<file path="config.mk">
export PLATFORM = sky130hd
export DESIGN_NAME = status_led_blink_controller_unit
export DESIGN_NICKNAME = d
export VERILOG_FILES = /design/src/hw/rtl/slbc_pkg.sv /design/src/hw/rtl/status_led_blink_controller_unit.sv
export SDC_FILE = /design/constraint.sdc
export NUM_CORES = 1
export LEC_CHECK = 0
export ABC_CLOCK_PERIOD_IN_PS = 3700
export BUFFER_PORTS_ARGS = -buffer_cell sky130_fd_sc_hd__clkbuf_2
export CAP_MARGIN = 20
export CORE_ASPECT_RATIO = 2
export CORE_MARGIN = 1.5
export CORE_UTILIZATION = 30
export DETAILED_ROUTE_END_ITERATION = 7
export PLACE_DENSITY = 0.53
export SYNTH_ARGS = -nofsm -noshare
export SYNTH_HDL_FRONTEND = slang
export SYNTH_SLANG_ARGS = --single-unit
</file>
<file path="constraint.sdc">
create_clock -name i_clk -period 3.7 [get_ports i_clk]
set_input_delay 0.37 -clock i_clk [delete_from_list [all_inputs] [get_ports i_clk]]
set_output_delay 0.37 -clock i_clk [all_outputs]
set_load 0.01 [all_outputs]
</file>
<file path="src/hw/rtl/slbc_pkg.sv">
// Package for the status LED blink controller: field widths, display modes,
// configuration register indexes and their reset values.
// No dependencies.
package slbc_pkg;

    localparam int unsigned PERIOD_W = 16;
    localparam int unsigned COUNT_W  = 4;
    localparam int unsigned CFG_IDX_W = 3;

    // Display mode as seen on the result beat.
    typedef enum logic [1:0] {
        MODE_OFF  = 2'd0,
        MODE_ON   = 2'd1,
        MODE_SLOW = 2'd2,
        MODE_FAST = 2'd3
    } t_mode;

    // Configuration register indexes.
    localparam logic [CFG_IDX_W-1:0] CFG_SLOW_PERIOD   = 3'd0;
    localparam logic [CFG_IDX_W-1:0] CFG_FAST_PERIOD   = 3'd1;
    localparam logic [CFG_IDX_W-1:0] CFG_BURST_PERIOD  = 3'd2;
    localparam logic [CFG_IDX_W-1:0] CFG_BURST_TOGGLES = 3'd3;
    localparam logic [CFG_IDX_W-1:0] CFG_ON_POLARITY   = 3'd4;

    // Configuration reset values.
    localparam logic [PERIOD_W-1:0] SLOW_PERIOD_RST   = 16'd2000;
    localparam logic [PERIOD_W-1:0] FAST_PERIOD_RST   = 16'd120;
    localparam logic [PERIOD_W-1:0] BURST_PERIOD_RST  = 16'd150;
    localparam logic [COUNT_W-1:0]  BURST_TOGGLES_RST = 4'd4;
    localparam logic                ON_POLARITY_RST   = 1'b1;

    localparam logic [PERIOD_W-1:0] ELAPSED_MAX = '1;

endpackage

</file>
<file path="src/hw/rtl/status_led_blink_controller_unit.sv">
// Top level of the status LED blink controller: one tick beat in, one LED
// result beat out. Uses slbc_pkg for modes, register indexes and widths.
//
//  Channel   Direction  Handshake                     Payload
//  in        sink       i_in_valid / o_in_ready       pairing, overheat, error, burst request
//  out       source     o_out_valid / i_out_ready     led_pin, active_mode, burst_busy
//  cfg       sink       i_cfg_we (no wait)            i_cfg_idx, i_cfg_data
//
// Each tick is resolved in the cycle it is accepted; its result appears in the
// result register on the next cycle, and one tick can be taken every cycle unless
// the output stalls. The state update and the result register share one
// short compare-and-increment path. The input side stalls only while a result
// is held and the sink is not ready. Reset is synchronous and returns all
// configuration registers to their defaults and the LED state to dark, mode off.
module status_led_blink_controller_unit (
    input  logic                              i_clk,
    input  logic                              i_rst_n,
    // Tick channel.
    input  logic                              i_in_valid,
    output logic                              o_in_ready,
    input  logic                              i_pairing_flag,
    input  logic                              i_overheat_flag,
    input  logic                              i_error_flag,
    input  logic                              i_burst_request,
    // Result channel.
    output logic                              o_out_valid,
    input  logic                              i_out_ready,
    output logic                              o_led_pin,
    output logic [1:0]                        o_active_mode,
    output logic                              o_burst_busy,
    // Configuration write port.
    input  logic                              i_cfg_we,
    input  logic [slbc_pkg::CFG_IDX_W-1:0]    i_cfg_idx,
    input  logic [slbc_pkg::PERIOD_W-1:0]     i_cfg_data
);

    // Configuration registers.
    logic [slbc_pkg::PERIOD_W-1:0] r_slow_period;
    logic [slbc_pkg::PERIOD_W-1:0] r_fast_period;
    logic [slbc_pkg::PERIOD_W-1:0] r_burst_period;
    logic [slbc_pkg::COUNT_W-1:0]  r_burst_toggles;
    logic                          r_on_polarity;

    // Controller state.
    logic [slbc_pkg::PERIOD_W-1:0] r_elapsed;
    slbc_pkg::t_mode               r_mode;
    logic                          r_lamp_on;
    logic [slbc_pkg::COUNT_W-1:0]  r_burst_left;

    logic [slbc_pkg::PERIOD_W-1:0] n_elapsed;
    slbc_pkg::t_mode               n_mode;
    logic                          n_lamp_on;
    logic [slbc_pkg::COUNT_W-1:0]  n_burst_left;

    // Result register.
    logic                          r_out_valid;
    logic                          r_out_led;
    slbc_pkg::t_mode               r_out_mode;
    logic                          r_out_busy;

    logic                          in_fire;
    slbc_pkg::t_mode               req_mode;
    logic [slbc_pkg::PERIOD_W-1:0] blink_period;

    // A new beat is taken whenever the result register is empty or draining.
    assign o_in_ready = !r_out_valid || i_out_ready;
    assign in_fire    = i_in_valid && o_in_ready;

    // Configuration writes; unknown indexes are ignored.
    always_ff @(posedge i_clk) begin
        if (!i_rst_n) begin
            r_slow_period   <= slbc_pkg::SLOW_PERIOD_RST;
            r_fast_period   <= slbc_pkg::FAST_PERIOD_RST;
            r_burst_period  <= slbc_pkg::BURST_PERIOD_RST;
            r_burst_toggles <= slbc_pkg::BURST_TOGGLES_RST;
            r_on_polarity   <= slbc_pkg::ON_POLARITY_RST;
        end else if (i_cfg_we) begin
            case (i_cfg_idx)
                slbc_pkg::CFG_SLOW_PERIOD:   r_slow_period   <= i_cfg_data;
                slbc_pkg::CFG_FAST_PERIOD:   r_fast_period   <= i_cfg_data;
                slbc_pkg::CFG_BURST_PERIOD:  r_burst_period  <= i_cfg_data;
                slbc_pkg::CFG_BURST_TOGGLES: r_burst_toggles <= i_cfg_data[slbc_pkg::COUNT_W-1:0];
                slbc_pkg::CFG_ON_POLARITY:   r_on_polarity   <= i_cfg_data[0];
                default: ;
            endcase
        end
    end

    // Priority resolution of the status flags.
    always_comb begin
        if (i_pairing_flag) begin
            req_mode = slbc_pkg::MODE_ON;
        end else if (i_overheat_flag) begin
            req_mode = slbc_pkg::MODE_FAST;
        end else if (i_error_flag) begin
            req_mode = slbc_pkg::MODE_SLOW;
        end else begin
            req_mode = slbc_pkg::MODE_OFF;
        end
    end

    assign blink_period = (req_mode == slbc_pkg::MODE_SLOW) ? r_slow_period : r_fast_period;

    // One tick of the controller: saturating count, burst, then mode logic.
    always_comb begin
        n_mode       = r_mode;
        n_lamp_on    = r_lamp_on;
        n_burst_left = r_burst_left;
        n_elapsed    = (r_elapsed == slbc_pkg::ELAPSED_MAX) ? r_elapsed
                                                             : r_elapsed + 1'b1;

        // A request restarts the burst with the first toggle due at once.
        if (i_burst_request) begin
            n_lamp_on    = 1'b0;
            n_elapsed    = r_burst_period;
            n_burst_left = r_burst_toggles;
        end

        if (n_burst_left != '0) begin
            if (n_elapsed >= r_burst_period) begin
                n_lamp_on    = !n_lamp_on;
                n_elapsed    = '0;
                n_burst_left = n_burst_left - 1'b1;
            end
            // The end of a burst leaves the LED dark and forgets the mode.
            if (n_burst_left == '0) begin
                n_lamp_on = 1'b0;
                n_mode    = slbc_pkg::MODE_OFF;
                n_elapsed = '0;
            end
        end else begin
            if (req_mode != r_mode) begin
                n_mode    = req_mode;
                n_elapsed = '0;
                n_lamp_on = (req_mode == slbc_pkg::MODE_SLOW) ||
                            (req_mode == slbc_pkg::MODE_FAST);
            end
            case (req_mode)
                slbc_pkg::MODE_ON: begin
                    n_lamp_on = 1'b1;
                end
                slbc_pkg::MODE_SLOW, slbc_pkg::MODE_FAST: begin
                    if (n_elapsed >= blink_period) begin
                        n_lamp_on = !n_lamp_on;
                        n_elapsed = '0;
                    end
                end
                default: begin
                    n_lamp_on = 1'b0;
                end
            endcase
        end
    end

    // State update on every accepted tick.
    always_ff @(posedge i_clk) begin
        if (!i_rst_n) begin
            r_elapsed    <= '0;
            r_mode       <= slbc_pkg::MODE_OFF;
            r_lamp_on    <= 1'b0;
            r_burst_left <= '0;
        end else if (in_fire) begin
            r_elapsed    <= n_elapsed;
            r_mode       <= n_mode;
            r_lamp_on    <= n_lamp_on;
            r_burst_left <= n_burst_left;
        end
    end

    // Result valid flag.
    always_ff @(posedge i_clk) begin
        if (!i_rst_n) begin
            r_out_valid <= 1'b0;
        end else if (o_in_ready) begin
            r_out_valid <= i_in_valid;
        end
    end

    // Result payload.
    always_ff @(posedge i_clk) begin
        if (in_fire) begin
            r_out_led  <= n_lamp_on ? r_on_polarity : !r_on_polarity;
            r_out_mode <= n_mode;
            r_out_busy <= (n_burst_left != '0);
        end
    end

    assign o_out_valid   = r_out_valid;
    assign o_led_pin     = r_out_led;
    assign o_active_mode = r_out_mode;
    assign o_burst_busy  = r_out_busy;

    // Steady-on mode outside a burst always keeps the LED lit.
    a_on_lit: assert property (@(posedge i_clk) disable iff (!i_rst_n)
        (r_burst_left == '0 && r_mode == slbc_pkg::MODE_ON) |-> r_lamp_on)
        else $error("steady-on mode with LED dark");

    // Off mode outside a burst always keeps the LED dark.
    a_off_dark: assert property (@(posedge i_clk) disable iff (!i_rst_n)
        (r_burst_left == '0 && r_mode == slbc_pkg::MODE_OFF) |-> !r_lamp_on)
        else $error("off mode with LED lit");

    // A running burst keeps the mode, and clears it to off when it ends.
    a_burst_mode: assert property (@(posedge i_clk) disable iff (!i_rst_n)
        (in_fire && r_burst_left != '0 && !i_burst_request) |=>
        ((r_burst_left == '0) ? (r_mode == slbc_pkg::MODE_OFF)
                              : (r_mode == $past(r_mode))))
        else $error("mode changed during a burst");

    // A request for a burst longer than one toggle reports busy on its result.
    a_burst_busy: assert property (@(posedge i_clk) disable iff (!i_rst_n)
        (in_fire && i_burst_request && r_burst_toggles > 4'd1) |=>
        (r_out_busy && r_out_valid))
        else $error("burst request not reported busy");

endmodule
</file>
==> flow_summary_export.csv, run 1 <==
group,metric,value,unit
logic_synthesis,synth-edff-count,4,
worst_setup_path,end_kind,"flop",
worst_setup_path,crit_slowest_cell,"or3_4",
run,drv_cap,0,
worst_setup_path,r2r-end,"r_mode[0]",
finish,n_antenna_cell,0,
global_route,grt_pass1_wl,22100,um
logic_synthesis,synth_warnings,0,
global_route,gr-total-overflow,0,
die,coreArea,15800,um2
cts,tritoncts,"yes",
die,rows,65,
die,dieArea,16900,um2
routing,avgRoutedWirePerCell,15.8,um
worst_setup_path,cp.required,3980,ps
logic_synthesis,synthCells,590,
logic_synthesis,synthTopCellsByArea,"dfxtp_1 32%, nand2_1 11%, ha_1 8.8%",
finish,final_nets,735,
logic_synthesis,synthTopCellsByCount,"137 x nand2_1, 77 x dfxtp_1, 35 x a21boi_0, 34 x ha_1, 30 x o21ai_0",
global_route,grt_pass1_vias,4394,
power,switching_share,0.270,
logic_synthesis,synth.most_common_cell,"nand2_1",
cts,cts.clk_slew.worst_paths,60,ps
min_path,worstHoldStart,"i_in_valid",
worst_setup_path,crit_top_cell,"buf_4",
logic_synthesis,async_flop_share,0,
logic_synthesis,yosys.area.top_type,"dfxtp_1",
sta,hold_slack,269,ps
routing,vias_per_cell,5.00,
sta,fin_crit_sh,0.978,
worst_setup_path,path_class,"flop to flop",
power,p_int,0.00164,W
sta,relSlewSlack,0.541,
sta,period_minus_slack,3620,ps
min_path,whs_path_depth,3,
worst_setup_path,critical_path_peak_fanout,5,
logic_synthesis,synth.distinct_cells,57,
routing,ant_nets,0,
finish,area_growth,26.2,%
logic_synthesis,synth_seq_cells,81,
cts,cts-root-buf,"clkbuf_16",
sta,fin_ws,82.0,ps
power,power.share.clock,0.417,
min_path,holdPathEnd,"o_out_valid",
worst_setup_path,rr_worst_depth,17,
routing,first_pass_iters,4,
worst_setup_path,r2r_slack,80,ps
die,start_util,0.305,
sta,fin_setup_tns,0,ps
power,power-per-cell-area,370,nW/um2
global_route,antenna_found_initial,0,
power,p_switching,0.000609,W
worst_setup_path,crit-reg2reg-launch,"r_elapsed[12]",
power,p_comb_frac,0.169,
placed_design,dp_hpwl,10900,um
finish,fillers,1661,
placed_design,place.gp.congestion,0.846,
global_route,grt_start_max_net_pins,60,
worst_setup_path,critical_path.startpoint_type,"flop",
sta,slew_violations,0,
logic_synthesis,netlist.area_leader.share,0.320,
logic_synthesis,syn_nets,652,
logic_synthesis,syn_area_per_cell,8.16,um2
logic_synthesis,synth.yosys.seq_area_share,0.345,
die,die_x,92.6,um
power,leakage,2.51,nW
power,vdd_ir_drop_max,0.220,mV
die,pin_count,34,
worst_setup_path,cp-startpoint,"r_elapsed[12]",
cts,cts_buffers,9,
finish,stdcell_area,6080,um2
placed_design,post-place-ws,-254,ps
finish,multiInputGateArea,3070,um2
global_route,track_usage,0.169,
worst_setup_path,cp_data_arrival_time,3900,ps
cts,cts_buffer_depth,2,
power,seqPwrFrac,0.414,
sta,setup_viol,0,
routing,vias,4390,
finish,seqCellArea,1670,um2
sta,tightest_slew,688,ps
run_status,status,"finished clean",
worst_setup_path,path_cells,"nand4_1 > or3_4 > nand4_1 > xor2_1 > o21ai_2 > ha_1 > and4_1 > and3_1 > o21ai_1 > buf_4 > o21ai_4 > buf_4 > o221ai_1 > o211ai_1 > buf_4 > buf_4 > a21oi_1",
routing,remaining_drc_errors,0,
die,die_y,182,um
sta,hold_violations,0,
sta,max_freq,276,MHz
worst_setup_path,cp_slowest_stage_delay,460,ps
cts,cts-htree-levels,3,
routing,first_iter_violations,237,
min_path,hold_path.class,"input port to flop",
sta,worst_clock_skew,5.82,ps
placed_design,postPlaceCellArea,5570,um2
logic_synthesis,synth_flop_cell,"dfxtp_1",
cts,cts_hold_buf,0,
finish,drive_gt1_frac,0.245,
cts,clock-sinks,81,
routing,wl,13900,um
placed_design,portBuffers,33,
logic_synthesis,syn_area,4810,um2
cts,clk_latency,350,ps
-- state kept, by name (all words and copies together) (netlist names), 2 cells and up --
name	cells
r_burst_toggles	4
r_slow_period	16
r_burst_left	4
r_elapsed	16
r_fast_period	16
o_active_mode	2
r_burst_period	16
r_mode	2
-- logic make-up after synthesis --
group                      count (synthesis)  synth area share
and+or+nand+nor                          241             0.230
AOI/OAI and AO/OA                        137             0.194
DFF                                       81             0.345
buffers and inverters                     51            0.0447
adders and majority gates                 34            0.0884
muxes                                     32            0.0722
xor gates and xnor gates                  14            0.0255
-- cell type report --
class / count / area share
well taps: 201 / 0.0414
multi-input cells: 458 / 0.505
repair buffers: 99 / 0.113
flip-flops and latches: 81 / 0.275
clock buffers: 11 / 0.0418
inverters: 24 / 0.0148
clock inverters: 4 / 0.00844
-- stage by stage --
stage | total power [W] | cells | util
3_3_place_gp | 0.00129 | 856 | 0.353
4_1_cts | 0.00225 | 872 | 0.376
5_1_grt | 0.00234 | 878 | 0.385
6_report | 0.00225 | 878 | 0.385
3_5_place_dp | 0.00130 | 856 | 0.353
2_1_floorplan | 0.00116 | 590 | -
-- metal layers --
metal  part of all wire  routed length (um)  vias to the layer above  GRT usage
met5                  0                   0                        -          0
met4              0.044                 615                        0     0.0935
met3              0.020                 281                       34     0.0250
met2               0.56                7790                       60      0.325
met1               0.37                5160                     2072      0.168
li1                   -                   -                     2224          -
-- critical path: cells and delay by family, from the launching register on --
family | cells | cell delay (ps)
compound gates | 6 | 770
xor+xnor | 1 | 200
fa+ha+maj | 1 | 320
buf+inv | 4 | 600
flops | 1 | 330
simple gates | 5 | 1300
-- what timing repair did --
| item | in CTS | in global routing |
|---|---|---|
| buffers inserted | 1 | 6 |
| setup endpoints to repair | 24 | 24 |
| pin swaps | 4 | 18 |
| resized for setup | 16 | 31 |
-- power groups by stage --
| stage | combinational (W) | sequential, W | clock (W) |
|---|---|---|---|
| after floorplan | 0.000205 | 0.000952 | 0 |
| after global placement | 0.000342 | 0.000950 | 0 |
| after detailed placement | 0.000350 | 0.000952 | 0 |
| after CTS | 0.000363 | 0.000932 | 0.000953 |
| after global routing | 0.000419 | 0.000936 | 0.000985 |
| final | 0.000381 | 0.000933 | 0.000938 |
-- placed cells by master (no fill, tap or decap), drive strengths merged, types with 20 or more instances in the layout --
| cell type | n |
|---|---|
| nand2 | 137 |
| dfxtp | 77 |
| buf | 66 |
| clkbuf | 44 |
| o21ai | 38 |
| a21boi | 35 |
| ha | 34 |
| mux2i | 30 |
| inv | 24 |
| nor2 | 20 |
| nand3 | 20 |
-- how the worst max path moves through the flow --
stage	end	slack, ps	cells after the start
after floorplan	r_elapsed[10]	180	17
after global placement	r_elapsed[10]	-190	17
after detailed placement	r_elapsed[13]	-250	17
after CTS	o_burst_busy	8	15
after global routing	o_active_mode[0]	-10	14
final	r_mode[0]	80	17
No activity file was read; power rests on OpenSTA's default activity.
==> run 2, diff against run 1 <==
--- a/config.mk
+++ b/config.mk
@@ -7,12 +7,12 @@
 export LEC_CHECK = 0
 export ABC_CLOCK_PERIOD_IN_PS = 3700
 export BUFFER_PORTS_ARGS = -buffer_cell sky130_fd_sc_hd__clkbuf_2
-export CAP_MARGIN = 20
 export CORE_ASPECT_RATIO = 2
 export CORE_MARGIN = 1.5
-export CORE_UTILIZATION = 30
+export CORE_UTILIZATION = 55
+export CTS_CLUSTER_DIAMETER = 40
 export DETAILED_ROUTE_END_ITERATION = 7
-export PLACE_DENSITY = 0.53
+export PLACE_DENSITY = 0.83
 export SYNTH_ARGS = -nofsm -noshare
 export SYNTH_HDL_FRONTEND = slang
 export SYNTH_SLANG_ARGS = --single-unit
==> flow_summary_export.csv, run 2 (synthesis results as in run 1) <==
group,metric,value,unit
run_status,status,"finished clean",
global_route,grt_start_max_net_pins,62,
cts,cts-htree-levels,3,
routing,ant_nets,0,
worst_setup_path,rr_worst_depth,17,
cts,cts-root-buf,"clkbuf_16",
die,coreArea,8590,um2
finish,layout_common_cells,"135 x nand2_1, 73 x dfxtp_1, 52 x buf_4",
finish,layoutNonFillerInstCount,766,
global_route,antenna_found_initial,0,
min_path,whs_path_depth,3,
routing,remaining_drc_errors,0,
routing,wl,12900,um
finish,area_growth,21.4,%
placed_design,post-place-ws,-168,ps
worst_setup_path,cp_data_arrival_time,3800,ps
min_path,worstHoldStart,"i_in_valid",
min_path,hold_path.class,"input port to flop",
sta,worst_clock_skew,7.21,ps
placed_design,place.gp.congestion,0.954,
worst_setup_path,critical_path_peak_fanout,13,
cts,cts_buffer_depth,2,
power,leakage,2.46,nW
global_route,track_usage,0.272,
die,rows,48,
worst_setup_path,path_class,"flop to flop",
cts,clk_latency,350,ps
power,power,0.00228,W
die,dieArea,9360,um2
routing,avgRoutedWirePerCell,16.9,um
finish,mostFrequentLayoutCell,"nand2_1",
global_route,gr-total-overflow,0,
power,vdd_ir_drop_max,0.417,mV
routing,first_iter_violations,450,
global_route,grt_pass1_vias,4432,
global_route,grt_pass1_wl,20400,um
finish,drive_gt1_frac,0.219,
sta,slew_violations,0,
die,die_y,135,um
die,die_x,69.2,um
sta,fin_ws,130,ps
worst_setup_path,critical_path.startpoint_type,"flop",
cts,cts_hold_buf,0,
placed_design,portBuffers,33,
routing,first_pass_iters,8,
sta,tightest_slew,1130,ps
worst_setup_path,end_kind,"flop",
cts,tritoncts,"yes",
power,power-per-cell-area,390,nW/um2
worst_setup_path,cp.required,3930,ps
routing,vias,4578,
cts,clock-sinks,81,
sta,period_minus_slack,3570,ps
sta,hold_slack,269,ps
worst_setup_path,r2r_slack,130,ps
finish,final_nets,723,
die,pin_count,34,
cts,cts.clk_slew.worst_paths,60,ps
sta,fin_setup_tns,0,ps
sta,max_freq,280,MHz
routing,vias_per_cell,5.98,
sta,setup_viol,0,
worst_setup_path,r2r-end,"r_elapsed[7]",
finish,n_antenna_cell,0,
sta,relSlewSlack,0.241,
sta,fin_crit_sh,0.965,
min_path,holdPathEnd,"o_out_valid",
placed_design,dp_cells,747,
die,start_util,0.561,
cts,cts_buffers,9,
run,drv_cap,0,
placed_design,dp_hpwl,9350,um
sta,hold_violations,0,
worst_setup_path,crit-reg2reg-launch,"r_elapsed[9]",
run 2: cell types whose count changed in the layout (fill, tap and decap cells not counted), sizes merged:
cell	delta
bufinv	+1
buf	-12
clkinv	-1
clkbuf	-2
inv	+3
run 2: power by group:
group / switching [W] / internal, W / leakage [nW]
Combinational: 0.000209 / 0.000157 / 1.64
Clock: 0.000384 / 0.000597 / 0.157
Sequential: 0.0000197 / 0.000913 / 0.666
run 2: critical path, stage by stage, from the launching register on:
cell and delay (ps):
dfxtp_2 330, and4_4 240, nand3_4 100, or3_4 420, buf_6 150, nand4_1 100, xor2_1 190, o21ai_2 110
and2_1 180, ha_1 300, nand2_1 80, o21ai_0 250, a21oi_2 90, o21ai_4 200, a211oi_2 110, o21ba_2 230
buf_12 150, a22o_1 220
run 2: layout make-up:
class | count | area [um2]
tap | 100 | 125
multi-input combinational | 458 | 3050
clock buffer | 9 | 225
clock inverter | 7 | 100
inverter | 24 | 90.1
fill | 654 | 2740
timing repair buffer | 87 | 587
sequential | 81 | 1670
run 2: how the worst max path moves through the flow:
stage          cells past startpoint            end          from
4_1_cts                           17   r_elapsed[1]  r_elapsed[9]
3_5_place_dp                      17   r_elapsed[9]  r_elapsed[9]
6_report                          17   r_elapsed[7]  r_elapsed[9]
2_1_floorplan                     17  r_elapsed[10]  r_elapsed[6]
5_1_grt                           15   o_burst_busy  r_elapsed[9]
3_3_place_gp                      17  r_elapsed[10]  r_elapsed[9]
run 2: metrics by stage:
step	util	area, um2
6_report	0.681	5850
5_1_grt	0.681	5850
4_1_cts	0.667	5730
3_5_place_dp	0.626	5380
3_3_place_gp	0.626	5380
2_1_floorplan	-	4810
run 2: what timing repair did:
action | in CTS | in global routing
gates resized for setup | 6 | 33
cloned | 0 | 0
endpoints found under the setup margin | 21 | 26
pin swaps | 0 | 10
buffers inserted | 1 | 2
hold endpoints to repair | 0 | 0
run 2: metal layers:
layer	GRT usage	vias to the layer above	part of all wire
met5	0	-	0
met4	0.171	0	0.052
met3	0.0432	48	0.040
met2	0.493	169	0.53
met1	0.290	2159	0.38
li1	-	2202	-
